$ cat src/design/lfc_pkg.sv
package lfc_pkg;

	// Frame layout: byte offsets of the header fields
	localparam int unsigned CNT_W = 32;
	localparam logic [CNT_W-1:0] OFS_CRC    = 32'd4;
	localparam logic [CNT_W-1:0] OFS_SEQ    = 32'd8;
	localparam logic [CNT_W-1:0] OFS_KIND   = 32'd16;
	localparam logic [CNT_W-1:0] OFS_TIME   = 32'd17;
	localparam logic [CNT_W-1:0] OFS_ACTOR  = 32'd25;
	localparam logic [CNT_W-1:0] OFS_CONV   = 32'd27;
	localparam logic [CNT_W-1:0] HEADER_BYTES = 32'd43;
	localparam logic [CNT_W-1:0] CNT_MAX    = '1;

	// Configuration register reset values
	localparam logic [31:0] MAX_FRAME_RST = 32'd1048576;
	localparam logic [7:0]  KIND_MIN_RST  = 8'd1;
	localparam logic [7:0]  KIND_MAX_RST  = 8'd255;

	localparam logic [31:0] CRC32C_POLY = 32'h82F63B78;

	// Result queue
	localparam int unsigned OUT_DEPTH = 4;
	localparam int unsigned OUT_PTR_W = $clog2(OUT_DEPTH);

	localparam int unsigned TDATA_W = 168;

	typedef enum logic [1:0] {
		REG_MAX_FRAME = 2'd0,
		REG_KIND_MIN  = 2'd1,
		REG_KIND_MAX  = 2'd2
	} reg_idx_t;

	typedef enum logic [1:0] {
		ITEM_CONV    = 2'd0,
		ITEM_PAYLOAD = 2'd1,
		ITEM_VERDICT = 2'd2
	} item_type_t;

	typedef enum logic [2:0] {
		VERD_OK    = 3'd0,
		VERD_TRUNC = 3'd1,
		VERD_LEN   = 3'd2,
		VERD_KIND  = 3'd3,
		VERD_CRC   = 3'd4
	} verdict_t;

	typedef struct packed {
		logic [31:0] max_frame_bytes;
		logic [7:0]  kind_min;
		logic [7:0]  kind_max;
	} cfg_t;

	typedef struct packed {
		item_type_t         item_type;
		logic [7:0]         data_byte;
		logic [63:0]        sequence_number;
		logic [7:0]         event_kind;
		logic signed [63:0] wall_time_ns;
		logic [15:0]        actor_id;
		verdict_t           verdict;
		logic               frame_done;
	} result_t;

	// Reflected CRC-32C update by one byte
	function automatic logic [31:0] crc32c_byte(input logic [31:0] crc, input logic [7:0] b);
		logic [31:0] c;
		c = crc ^ {24'd0, b};
		for (int i = 0; i < 8; i++) begin
			c = c[0] ? ((c >> 1) ^ CRC32C_POLY) : (c >> 1);
		end
		return c;
	endfunction

endpackage

$ cat src/design/lfc_parse.sv
module lfc_parse (
	input  logic                  clk,
	input  logic                  arst_n,
	input  logic                  fire,
	input  logic [7:0]            in_byte,
	input  logic                  end_of_buffer,
	input  lfc_pkg::cfg_t         cfg,
	output logic [1:0]            push_n,
	output lfc_pkg::result_t [1:0] push_data
);
	import lfc_pkg::*;

	logic [CNT_W-1:0] cnt_q, cnt_n;
	logic [31:0]      len_q, len_n;
	logic             len_bad_q, len_bad_n;
	logic [31:0]      crc_st_q, crc_st_n;
	logic [31:0]      crc_q, crc_n;
	logic [63:0]      seq_q, seq_n;
	logic [7:0]       kind_q, kind_n;
	logic [63:0]      time_q, time_n;
	logic [15:0]      actor_q, actor_n;
	logic             fwd;
	logic [2:0]       tsel;
	logic             asel;
	verdict_t         verd;
	result_t          fwd_res, verd_res;

	assign tsel = cnt_q[2:0] - OFS_TIME[2:0];
	assign asel = cnt_q[0] ^ OFS_ACTOR[0];

	// Capture header bytes by position
	always_comb begin
		len_n     = len_q;
		len_bad_n = len_bad_q;
		crc_st_n  = crc_st_q;
		seq_n     = seq_q;
		kind_n    = kind_q;
		time_n    = time_q;
		actor_n   = actor_q;
		fwd       = 1'b0;
		priority if (cnt_q < OFS_CRC) begin
			len_n[{cnt_q[1:0], 3'b000} +: 8] = in_byte;
			if (cnt_q == OFS_CRC - 32'd1) begin
				len_bad_n = (len_n < HEADER_BYTES) || (len_n > cfg.max_frame_bytes);
			end
		end else if (cnt_q < OFS_SEQ) begin
			crc_st_n[{cnt_q[1:0], 3'b000} +: 8] = in_byte;
		end else if (cnt_q < OFS_KIND) begin
			seq_n[{cnt_q[2:0], 3'b000} +: 8] = in_byte;
		end else if (cnt_q == OFS_KIND) begin
			kind_n = in_byte;
		end else if (cnt_q < OFS_ACTOR) begin
			time_n[{tsel, 3'b000} +: 8] = in_byte;
		end else if (cnt_q < OFS_CONV) begin
			actor_n[{asel, 3'b000} +: 8] = in_byte;
		end else begin
			fwd = 1'b1;
		end
	end

	// Checksum covers byte 8 onward; counter saturates
	assign crc_n = (cnt_q >= OFS_SEQ) ? crc32c_byte(crc_q, in_byte) : crc_q;
	assign cnt_n = (cnt_q == CNT_MAX) ? cnt_q : cnt_q + 32'd1;

	// Judge the frame in priority order
	always_comb begin
		priority if (cnt_n < OFS_CRC) begin
			verd = VERD_TRUNC;
		end else if (len_bad_n) begin
			verd = VERD_LEN;
		end else if (cnt_n != len_n) begin
			verd = VERD_TRUNC;
		end else if (seq_n == 64'd0 || kind_n < cfg.kind_min || kind_n > cfg.kind_max) begin
			verd = VERD_KIND;
		end else if (~crc_n != crc_st_n) begin
			verd = VERD_CRC;
		end else begin
			verd = VERD_OK;
		end
	end

	// Build result beats
	always_comb begin
		fwd_res           = '0;
		fwd_res.item_type = (cnt_q < HEADER_BYTES) ? ITEM_CONV : ITEM_PAYLOAD;
		fwd_res.data_byte = in_byte;

		verd_res                 = '0;
		verd_res.item_type       = ITEM_VERDICT;
		verd_res.sequence_number = seq_n;
		verd_res.event_kind      = kind_n;
		verd_res.wall_time_ns    = time_n;
		verd_res.actor_id        = actor_n;
		verd_res.verdict         = verd;
		verd_res.frame_done      = 1'b1;

		push_data[0] = fwd ? fwd_res : verd_res;
		push_data[1] = verd_res;
		push_n       = fire ? ({1'b0, fwd} + {1'b0, end_of_buffer}) : 2'd0;
	end

	// Advance frame state; clear after the last byte
	always_ff @(posedge clk or negedge arst_n) begin
		if (!arst_n) begin
			cnt_q     <= '0;
			len_q     <= '0;
			len_bad_q <= 1'b0;
			crc_st_q  <= '0;
			crc_q     <= '1;
			seq_q     <= '0;
			kind_q    <= '0;
			time_q    <= '0;
			actor_q   <= '0;
		end else if (fire) begin
			if (end_of_buffer) begin
				cnt_q     <= '0;
				len_q     <= '0;
				len_bad_q <= 1'b0;
				crc_st_q  <= '0;
				crc_q     <= '1;
				seq_q     <= '0;
				kind_q    <= '0;
				time_q    <= '0;
				actor_q   <= '0;
			end else begin
				cnt_q     <= cnt_n;
				len_q     <= len_n;
				len_bad_q <= len_bad_n;
				crc_st_q  <= crc_st_n;
				crc_q     <= crc_n;
				seq_q     <= seq_n;
				kind_q    <= kind_n;
				time_q    <= time_n;
				actor_q   <= actor_n;
			end
		end
	end

endmodule

$ cat src/design/lfc_out_fifo.sv
module lfc_out_fifo (
	input  logic                   clk,
	input  logic                   arst_n,
	input  logic [1:0]             push_n,
	input  lfc_pkg::result_t [1:0] push_data,
	output logic                   space_ok,
	output logic                   head_valid,
	input  logic                   head_pop,
	output lfc_pkg::result_t       head
);
	import lfc_pkg::*;

	result_t              mem_q [OUT_DEPTH];
	logic [OUT_PTR_W-1:0] wr_ptr_q, rd_ptr_q;
	logic [OUT_PTR_W:0]   count_q;
	logic                 pop;

	// Room for the two beats one byte can cause
	assign space_ok   = count_q <= (OUT_PTR_W+1)'(OUT_DEPTH - 2);
	assign head_valid = count_q != '0;
	assign pop        = head_valid && head_pop;
	assign head       = mem_q[rd_ptr_q];

	// Store up to two beats per cycle
	always_ff @(posedge clk) begin
		if (push_n != 2'd0) begin
			mem_q[wr_ptr_q] <= push_data[0];
		end
		if (push_n == 2'd2) begin
			mem_q[wr_ptr_q + OUT_PTR_W'(1)] <= push_data[1];
		end
	end

	// Advance pointers and occupancy
	always_ff @(posedge clk or negedge arst_n) begin
		if (!arst_n) begin
			wr_ptr_q <= '0;
			rd_ptr_q <= '0;
			count_q  <= '0;
		end else begin
			wr_ptr_q <= wr_ptr_q + OUT_PTR_W'(push_n);
			rd_ptr_q <= rd_ptr_q + OUT_PTR_W'(pop);
			count_q  <= count_q + (OUT_PTR_W+1)'(push_n) - (OUT_PTR_W+1)'(pop);
		end
	end

endmodule

$ cat src/design/log_frame_checker_crc32c_core.sv
// Channel   Dir  tdata                                     tuser      tlast
// s_axis    in   [7:0] in_byte                             -          end_of_buffer
// m_axis    out  [7:0] data_byte, [71:8] sequence_number,  [1:0]      frame_done
//                [79:72] event_kind, [143:80] wall_time_ns, item_type
//                [159:144] actor_id, [162:160] verdict
// cfg       in   cfg_wr_en / cfg_index / cfg_data (write only)
//
// One input byte per cycle while s_axis_tready is high; header capture and the
// bytewise CRC-32C update finish in the accept cycle that queues the beats.
// A last byte that lands past the header fields queues two beats (forwarded
// byte, then verdict); a last byte inside them queues only the verdict.
// s_axis_tready drops only while the four-entry result queue has fewer than
// two free slots, i.e. when m_axis is stalled.
// arst_n clears the frame state and queue and restores register defaults.
module log_frame_checker_crc32c_core (
	input  logic         clk,
	input  logic         arst_n,
	input  logic         s_axis_tvalid,
	output logic         s_axis_tready,
	input  logic [7:0]   s_axis_tdata,  // in_byte
	input  logic         s_axis_tlast,  // end_of_buffer
	output logic         m_axis_tvalid,
	input  logic         m_axis_tready,
	output logic [lfc_pkg::TDATA_W-1:0] m_axis_tdata,  // data_byte, sequence_number,
	                                    // event_kind, wall_time_ns, actor_id, verdict,
	                                    // zero fill
	output logic [1:0]   m_axis_tuser,  // item_type
	output logic         m_axis_tlast,  // frame_done
	input  logic         cfg_wr_en,
	input  logic [1:0]   cfg_index,
	input  logic [31:0]  cfg_data
);
	import lfc_pkg::*;

	cfg_t            cfg_q;
	logic            s_fire;
	logic [1:0]      push_n;
	result_t [1:0]   push_data;
	result_t         head;

	assign s_fire = s_axis_tvalid && s_axis_tready;

	// Hold configuration registers; unknown indexes are dropped
	always_ff @(posedge clk or negedge arst_n) begin
		if (!arst_n) begin
			cfg_q.max_frame_bytes <= MAX_FRAME_RST;
			cfg_q.kind_min        <= KIND_MIN_RST;
			cfg_q.kind_max        <= KIND_MAX_RST;
		end else if (cfg_wr_en) begin
			unique case (cfg_index)
				REG_MAX_FRAME: cfg_q.max_frame_bytes <= cfg_data;
				REG_KIND_MIN:  cfg_q.kind_min        <= cfg_data[7:0];
				REG_KIND_MAX:  cfg_q.kind_max        <= cfg_data[7:0];
				default: ;
			endcase
		end
	end

	lfc_parse u_parse (
		.clk           (clk),
		.arst_n        (arst_n),
		.fire          (s_fire),
		.in_byte       (s_axis_tdata),
		.end_of_buffer (s_axis_tlast),
		.cfg           (cfg_q),
		.push_n        (push_n),
		.push_data     (push_data)
	);

	lfc_out_fifo u_out_fifo (
		.clk        (clk),
		.arst_n     (arst_n),
		.push_n     (push_n),
		.push_data  (push_data),
		.space_ok   (s_axis_tready),
		.head_valid (m_axis_tvalid),
		.head_pop   (m_axis_tready),
		.head       (head)
	);

	// Pack the head beat onto the master side
	assign m_axis_tdata = {5'd0, head.verdict, head.actor_id, head.wall_time_ns,
	                       head.event_kind, head.sequence_number, head.data_byte};
	assign m_axis_tuser = head.item_type;
	assign m_axis_tlast = head.frame_done;

`ifndef NO_ASSERTIONS
	// An empty queue always takes input
	a_idle_ready: assert property (@(posedge clk) disable iff (!arst_n)
		!m_axis_tvalid |-> s_axis_tready)
		else $error("input stalled while result queue empty");

	// A frame's last byte leaves a verdict pending
	a_last_gives_beat: assert property (@(posedge clk) disable iff (!arst_n)
		(s_fire && s_axis_tlast) |=> m_axis_tvalid)
		else $error("no result after last byte");

	// Forwarded beats carry no verdict
	a_fwd_clean: assert property (@(posedge clk) disable iff (!arst_n)
		(m_axis_tvalid && !m_axis_tlast) |->
		(m_axis_tdata[162:160] == VERD_OK && m_axis_tuser != ITEM_VERDICT))
		else $error("forwarded beat marked as verdict");

	// A verdict beat is typed as such
	a_verdict_type: assert property (@(posedge clk) disable iff (!arst_n)
		(m_axis_tvalid && m_axis_tlast) |-> (m_axis_tuser == ITEM_VERDICT))
		else $error("frame end beat not a verdict");
`endif

endmodule

$ cat config.mk
export PLATFORM = sky130hd
export DESIGN_NAME = log_frame_checker_crc32c_core
export DESIGN_NICKNAME = d
export VERILOG_FILES = /design/src/design/lfc_pkg.sv /design/src/design/lfc_parse.sv /design/src/design/lfc_out_fifo.sv /design/src/design/log_frame_checker_crc32c_core.sv
export SDC_FILE = /design/constraint.sdc
export NUM_CORES = 2
export LEC_CHECK = 0
export ABC_AREA = 1
export BUFFER_PORTS_ARGS = -buffer_cell sky130_fd_sc_hd__buf_2
export CAP_MARGIN = 40
export CORE_MARGIN = 4
export CORE_UTILIZATION = 60
export CTS_BUF_LIST = sky130_fd_sc_hd__clkbuf_8
export DETAILED_ROUTE_END_ITERATION = 8
export PLACE_DENSITY_LB_ADDON = 0.05
export RECOVER_POWER = 100
export SYNTH_ARGS = -nofsm -noshare
export SYNTH_HDL_FRONTEND = slang
export SYNTH_SLANG_ARGS = --single-unit
$ cat constraint.sdc
create_clock -name clk -period 6.4 [get_ports clk]
set_clock_uncertainty 0.1 [all_clocks]
set_input_delay 0 -clock clk [delete_from_list [all_inputs] [get_ports clk]]
set_output_delay 0 -clock clk [all_outputs]
set_load 0.02 [all_outputs]
== Word-level counts from Yosys, hierarchy flattened ==
Memories as Yosys holds them, arrays and structs flattened.
Cells that the tools add are included.

* Register bits after elaboration: 336
* Latch bits: 0
* RAM bits: 664
* Memory bits (read-only): 0
* Input port bits: 48
* Output and inout port bits: 173
* Word-level logic and storage cells: 145
* Memories: 1

{| class="wikitable"
|+ Memory list
! memory !! words !! bits a word !! read ports !! clocked after Yosys merged registers in !! write ports !! RTL line !! source
|-
| u_out_fifo.mem_q || 4 || 166 || 1 || 0 || 2 || lfc_out_fifo.sv:13 || <nowiki>result_t mem_q [OUT_DEPTH];</nowiki>
|}

* Add/sub/neg operators: 12
* Multiply operators: 0
* Div/mod/pow operators: 0
* $lt $le $gt $ge: 13
* Equality and inequality tests: 8
* Shift-type cells: 8
* Mux-type cells: 65
* Bitwise gates (word level): 11
* Reduce and logical (&&, ||, !) cells: 12

{| class="wikitable"
|+ Operator list
! kind !! number
|-
| $mux W64 || 10
|-
| $mux W32 || 17
|-
| $mux W166 || 1
|-
| $not A16 Y17 || 8
|-
| $bwmux W64 || 2
|-
| $shift A8 B8 Y64 const A || 2
|-
| $shiftx A8 B8 Y64 || 2
|-
| $mux W16 || 7
|-
| $lt A32 B5 Y1 const B || 3
|-
| $bwmux W32 || 2
|-
| $logic_not A64 Y1 || 1
|-
| $lt A32 B3 Y1 const B || 2
|-
| $lt A32 B6 Y1 const B || 2
|-
| $ne A32 B32 Y1 || 2
|-
| $mux W8 || 5
|-
| $add A32 B1 Y32 const B || 1
|-
| $eq A32 B2 Y1 const B || 1
|-
| $eq A32 B32 Y1 const B || 1
|-
| $eq A32 B5 Y1 const B || 1
|-
| $ge A32 B4 Y1 const B || 1
|-
| $gt A32 B32 Y1 || 1
|-
| $lt A32 B4 Y1 const B || 1
|-
| $not A32 Y32 || 1
|-
| $shift A8 B7 Y32 const A || 1
|-
| other kinds (30) || 54
|}

== Longest topological paths before layout ==
* Depth in word-level cells: 26
* Depth in mapped cells: 28
* Gate-level depth less buffers: 25

== Hierarchy ==
Synthesis repeated with hierarchy kept, for this count alone.

* Cell total of the unflattened synthesis: 7132
* Area, all modules: 55939.9 um2

{| class="wikitable"
|+ By module, submodules not included
! module !! times used !! cells an instance !! area each (um2) !! sequential area each (um2)
|-
| lfc_out_fifo || 1 || 3469 || 32293.5 || 20114.3
|-
| lfc_parse || 1 || 3443 || 21584.5 || 7071.8
|-
| log_frame_checker_crc32c_core || 1 || 220 || 2062.0 || 1213.7
|}

== Least setup slack after synthesis ==
No wires, ideal clock.

* Path type: register to register
* From: reg u_parse.cnt_q[0]
* To: mem u_out_fifo.mem_q[2][155] in the netlist's numbering (data pin)
* Library setup time: 139 ps
* Arrival time: 5523 ps
* Data required time: 6161 ps
* Setup slack: 638 ps
* Cell stages (with the launch flop): 24
* Path buffers: 5
* Clock period less this slack: 5762 ps
* Cells stage by stage: dfrtp_1 buf_2 inv_2 buf_4 ha_1 a21oi_1 nand2_1 and3_1 nand2_1 inv_2 nor2_2 ha_1 inv_1 nor2_1 inv_1 nor2_1 inv_1 nor3_1 or2_2 buf_2 o21ai_1 buf_2 buf_2 nor2_1

{| class="wikitable"
|+ RTL lines
! what !! RTL line !! source
|-
| start, declared || lfc_parse.sv:13 || <nowiki>logic [CNT_W-1:0] cnt_q, cnt_n;</nowiki>
|-
| start signal, assigned || lfc_parse.sv:126 || <nowiki>cnt_q <= cnt_n;</nowiki>
|-
| end, declared || lfc_out_fifo.sv:13 ||
|}

== Worst setup path in the final report ==
* From: reg u_out_fifo.count_q[0]
* To: reg u_parse.cnt_q[2]

* Word-level cells in the longest chain between the ends: 2

{| class="wikitable"
|+ Ends and longest elaborated chain
! what !! RTL line !! source
|-
| start, declared || lfc_out_fifo.sv:15 || <nowiki>logic [OUT_PTR_W:0] count_q;</nowiki>
|-
| start signal, assigned || lfc_out_fifo.sv:43 || <nowiki>count_q <= count_q + (OUT_PTR_W+1)'(push_n) - (OUT_PTR_W+1)'(pop);</nowiki>
|-
| $le A3 B2 Y1 || lfc_out_fifo.sv:19 || <nowiki>assign space_ok = count_q <= (OUT_PTR_W+1)'(OUT_DEPTH - 2);</nowiki>
|-
| $logic_and A1 B1 Y1 || log_frame_checker_crc32c_core.sv:41 || <nowiki>assign s_fire = s_axis_tvalid && s_axis_tready;</nowiki>
|}

No other way between the ends.
A chain may end at the register's enable or synchronous reset.

==> impl_results.md <==
- Combined buffer and inverter count along the critical path: 3
- Max-slew violation count: 748
- Die outline width: 297 um
- CP Class: reg -> reg
- Setup repair after global routing missed its margin: no
- Hold violation total from the final report: 0
- Cell count after synthesis: 5918
- Count of maximum capacitance violations: 10
- Failing checks: max-capacitance violations, max-slew violations
- Slew headroom: -1.45
- Slowest library cell on the worst path: sky130_fd_sc_hd__nand2_1
- Cell accounting for the most synthesized area: sky130_fd_sc_hd__edfxtp_1
- Top cell family by delay on the critical path: buffers and inverters
- Post-detailed-routing wire length: 175000 um
- Most frequent cell after synthesis: sky130_fd_sc_hd__nor2_1
- Net count of the finished layout: 6282
- Starting density of the core: 0.607
- Fraction of synthesized area in multiplexers: 0.000424
- Total half-perimeter wirelength after legalization and detailed placement: 113000 um
- Placed standard-cell area: 52000 um^2
- Count of pins on the block boundary: 221
- Clock latency reported for the late side of the worst-skew pair: 840 ps
- Largest vdd supply drop: 0.631 mV
- Share of the synthesized area in the top cell type: 0.371
- Wire length of the first global-routing pass: 263000 um
- CTS sink cnt: 996
- Endpoint required time on the critical path: 6910 ps
- CTS clock-pin slew for the worst setup and hold paths: 60 ps
- Root buffer cell: sky130_fd_sc_hd__clkbuf_8
- Delay of the slowest cell on the worst path: 1520 ps
- Nature of the critical path endpoint: flip-flop
- Pin count of the biggest net entering global routing: 192
- Number of buffers added by the clock tree synthesis step: 162
- Synth Area in Simple Gates: 0.222
- Slew of the pin with the lowest slew margin: 3670 ps
- Max Clk Rate: 168 MHz
- Leading cell types by count after synthesis: sky130_fd_sc_hd__nor2_1 (1192), sky130_fd_sc_hd__nand2_1 (1163), sky130_fd_sc_hd__edfxtp_1 (620)
- Hold Crit Class: in -> reg
- Combinational family with the most area after synthesis: simple AND/OR/NAND/NOR gates
- H-tree levels: 4
- Die Ht: 297 um
- CTS tree: yes
- Final RePlAce weighted congestion: 1.03
- Area growth from synthesis to layout: 11.7%
- Post-synthesis adder-cell area fraction: 0.0161
- Number of optimization iterations in the first detailed-route pass: 8
- Count of state elements after synthesis: 996
- Initial antenna violation count: 6
- Detailed-route wire length per cell: 23.7 um
- GRT Resource Usage Total: 0.388
- Post-CTS Repair Setup Buffers: 0
- Leakage power summed over all cells: 23.0 nW
- Number of warning messages in the yosys log: 0
- Final TNS setup: 0 ps
- Via count of the first global-routing pass: 41975
- Top area cells in the synthesized netlist: sky130_fd_sc_hd__edfxtp_1 (37%), sky130_fd_sc_hd__dfrtp_1 (15%), sky130_fd_sc_hd__nor2_1 (8.9%)
- Ordered list of cells on the worst path: a21oi_1 -> nand2_1 -> clkbuf_2 -> inv_6 -> buf_12 -> o22ai_1
- Post-synthesis sequential area ratio: 0.556
- Fill count: 6838
- Prevailing post-synth register cell: sky130_fd_sc_hd__edfxtp_1
- Number of distinct library cells after synthesis: 50
- Area of the die: 88200 um^2
- EDFF count, synth: 620
- Type of element launching the critical path: flip-flop
- Fin crit share: 0.932
- Cell Rows: 105
- Crit-path max FO: 92
- Overflow left after global routing: 0
- Mean cell area of the mapped netlist: 8.47 um^2
- Buffers on Ports: 215
- Fraction of layout cells with a size suffix above 1: 0.0677
- Pwr Total: 30.7 mW
- Number of vias per cell after detailed routing: 6.10
- Number of buffers between clock root and the deepest sink: 3
- Mapped Area: 50100 um^2
- Finished Layout Cells: 7376
- Result of the run: finished, violations left
- Minimum clock period after layout: 5960 ps
- Arrival time at the worst endpoint: 6470 ps
- Detailed Route Iter0 Violations: 5619
- Compound-gate portion of the synthesized area: 0.127
- Cells after DPL: 6950
- Count of antenna-violating nets left after detailed routing: 0
- Post-synthesis async set-or-reset flop share: 0.337
- Placeable core region: 82500 um^2
- Power density cells: 549 nW/um^2
- DRC: 0
- Routed via count: 45007
- Final-report setup violation count: 0
- Cell area after layout: 56000 um^2
- Xor/xnor share of the synthesized area: 0.00647
## power breakdown
part / leakage, nW / internal (mW) / switching [mW]
clock network: 1.79 / 2.60 / 2.68
registers: 10.5 / 8.76 / 0.714
logic: 10.7 / 3.96 / 12.0
total: 23.0 / 15.3 / 15.4
## tightest hold or removal path, stage by stage
cell and delay, ps:
sky130_fd_sc_hd__dlygate4sd3_1 530, sky130_fd_sc_hd__buf_2 100, sky130_fd_sc_hd__inv_1 140, sky130_fd_sc_hd__o21ai_0 210
## cells in the final DEF, fill, tap and decap left out, types with 19 or more instances in the layout
| cell type | instances |
|---|---|
| sky130_fd_sc_hd__clkbuf_1 | 170 |
| sky130_fd_sc_hd__clkinv_1 | 37 |
| sky130_fd_sc_hd__o21ai_0 | 608 |
| sky130_fd_sc_hd__edfxtp_1 | 620 |
| sky130_fd_sc_hd__ha_1 | 63 |
| sky130_fd_sc_hd__nor3_1 | 43 |
| sky130_fd_sc_hd__clkbuf_8 | 176 |
| sky130_fd_sc_hd__nor2_1 | 1192 |
| sky130_fd_sc_hd__buf_4 | 40 |
| sky130_fd_sc_hd__and2_1 | 23 |
| sky130_fd_sc_hd__dfxtp_1 | 40 |
| sky130_fd_sc_hd__dlygate4sd3_1 | 124 |
| sky130_fd_sc_hd__inv_1 | 616 |
| sky130_fd_sc_hd__dfstp_2 | 42 |
| sky130_fd_sc_hd__a21oi_1 | 122 |
| sky130_fd_sc_hd__o22ai_1 | 358 |
| sky130_fd_sc_hd__nand3_1 | 228 |
| sky130_fd_sc_hd__nand2_1 | 1163 |
| sky130_fd_sc_hd__xor2_1 | 33 |
| sky130_fd_sc_hd__o21ai_1 | 19 |
| sky130_fd_sc_hd__buf_2 | 52 |
| sky130_fd_sc_hd__dfrtp_1 | 293 |
| sky130_fd_sc_hd__nand4_1 | 45 |
## registers in the layout (all words and copies together) (netlist names)
name                 count
cfg_q                   48
u_out_fifo.count_q       3
u_out_fifo.mem_q       660
u_out_fifo.rd_ptr_q      2
u_out_fifo.wr_ptr_q      2
u_parse.actor_q         16
u_parse.cnt_q           32
u_parse.crc_q           32
u_parse.crc_st_q        32
u_parse.kind_q           8
u_parse.len_bad_q        1
u_parse.len_q           32
u_parse.seq_q           64
u_parse.time_q          64
## per-layer routing
layer	wire [um]	global-route usage
met1	66500	0.521
met4	10500	0.195
met5	24	0
met2	78300	0.597
met3	19400	0.0902
## what timing repair did
item	4_1_cts	5_1_grt
endpoints found under the hold margin	627	0
endpoints found under the setup margin	0	0
gates resized for setup	0	0
hold buffers	125	0
## cells by family after synthesis
group / Yosys count
xor+xnor: 37
flops: 996
buf+inv: 901
fa+ha+maj: 64
mux: 2
other cells: 1
simple gates: 2762
compound gates: 1155
## per-stage QoR
| step | setup WS (ps) | hold slack (ps) | util |
|---|---|---|---|
| floorplan | 638 | -396 | - |
| global placement | 1410 | -113 | 0.629 |
| detailed placement | 1290 | -112 | 0.631 |
| CTS | 1280 | 19.8 | 0.683 |
| global route | 390 | 85.2 | 0.678 |
| finish | 436 | 71.6 | 0.678 |
## area by class of cell
class | count | area [um^2] | area share
Antenna cell | 3 | 7.51 | 0.000134
Clock buffer | 176 | 2420 | 0.0433
Clock inverter | 121 | 617 | 0.0110
Inverter | 567 | 2150 | 0.0384
Multi-Input combinational cell | 4025 | 18700 | 0.334
Sequential cell | 996 | 27900 | 0.498
Tap cell | 1070 | 1340 | 0.0239
Timing Repair Buffer | 418 | 2840 | 0.0507
## worst paths after layout
path,cells past startpoint,slack (ps),endpoint,start
min,4,70,cfg_q[17]$_DFFE_PN0P_,cfg_data[1]
min in group asynchronous,3,920,cfg_q[7]$_DFFE_PN1P_,arst_n
min reg2reg,2,360,u_out_fifo.mem_q[1][0]$_SDFFE_PP1P_,u_out_fifo.mem_q[1][0]$_SDFFE_PP1P_
max in group asynchronous,4,1670,cfg_q[13]$_DFFE_PN0P_,arst_n
max,6,440,u_parse.cnt_q[2]$_DFFE_PN0P_,u_out_fifo.count_q[0]$_DFF_PN0_
max reg2reg,6,440,u_parse.cnt_q[2]$_DFFE_PN0P_,u_out_fifo.count_q[0]$_DFF_PN0_
No activity file was read; power rests on OpenSTA's default activity.
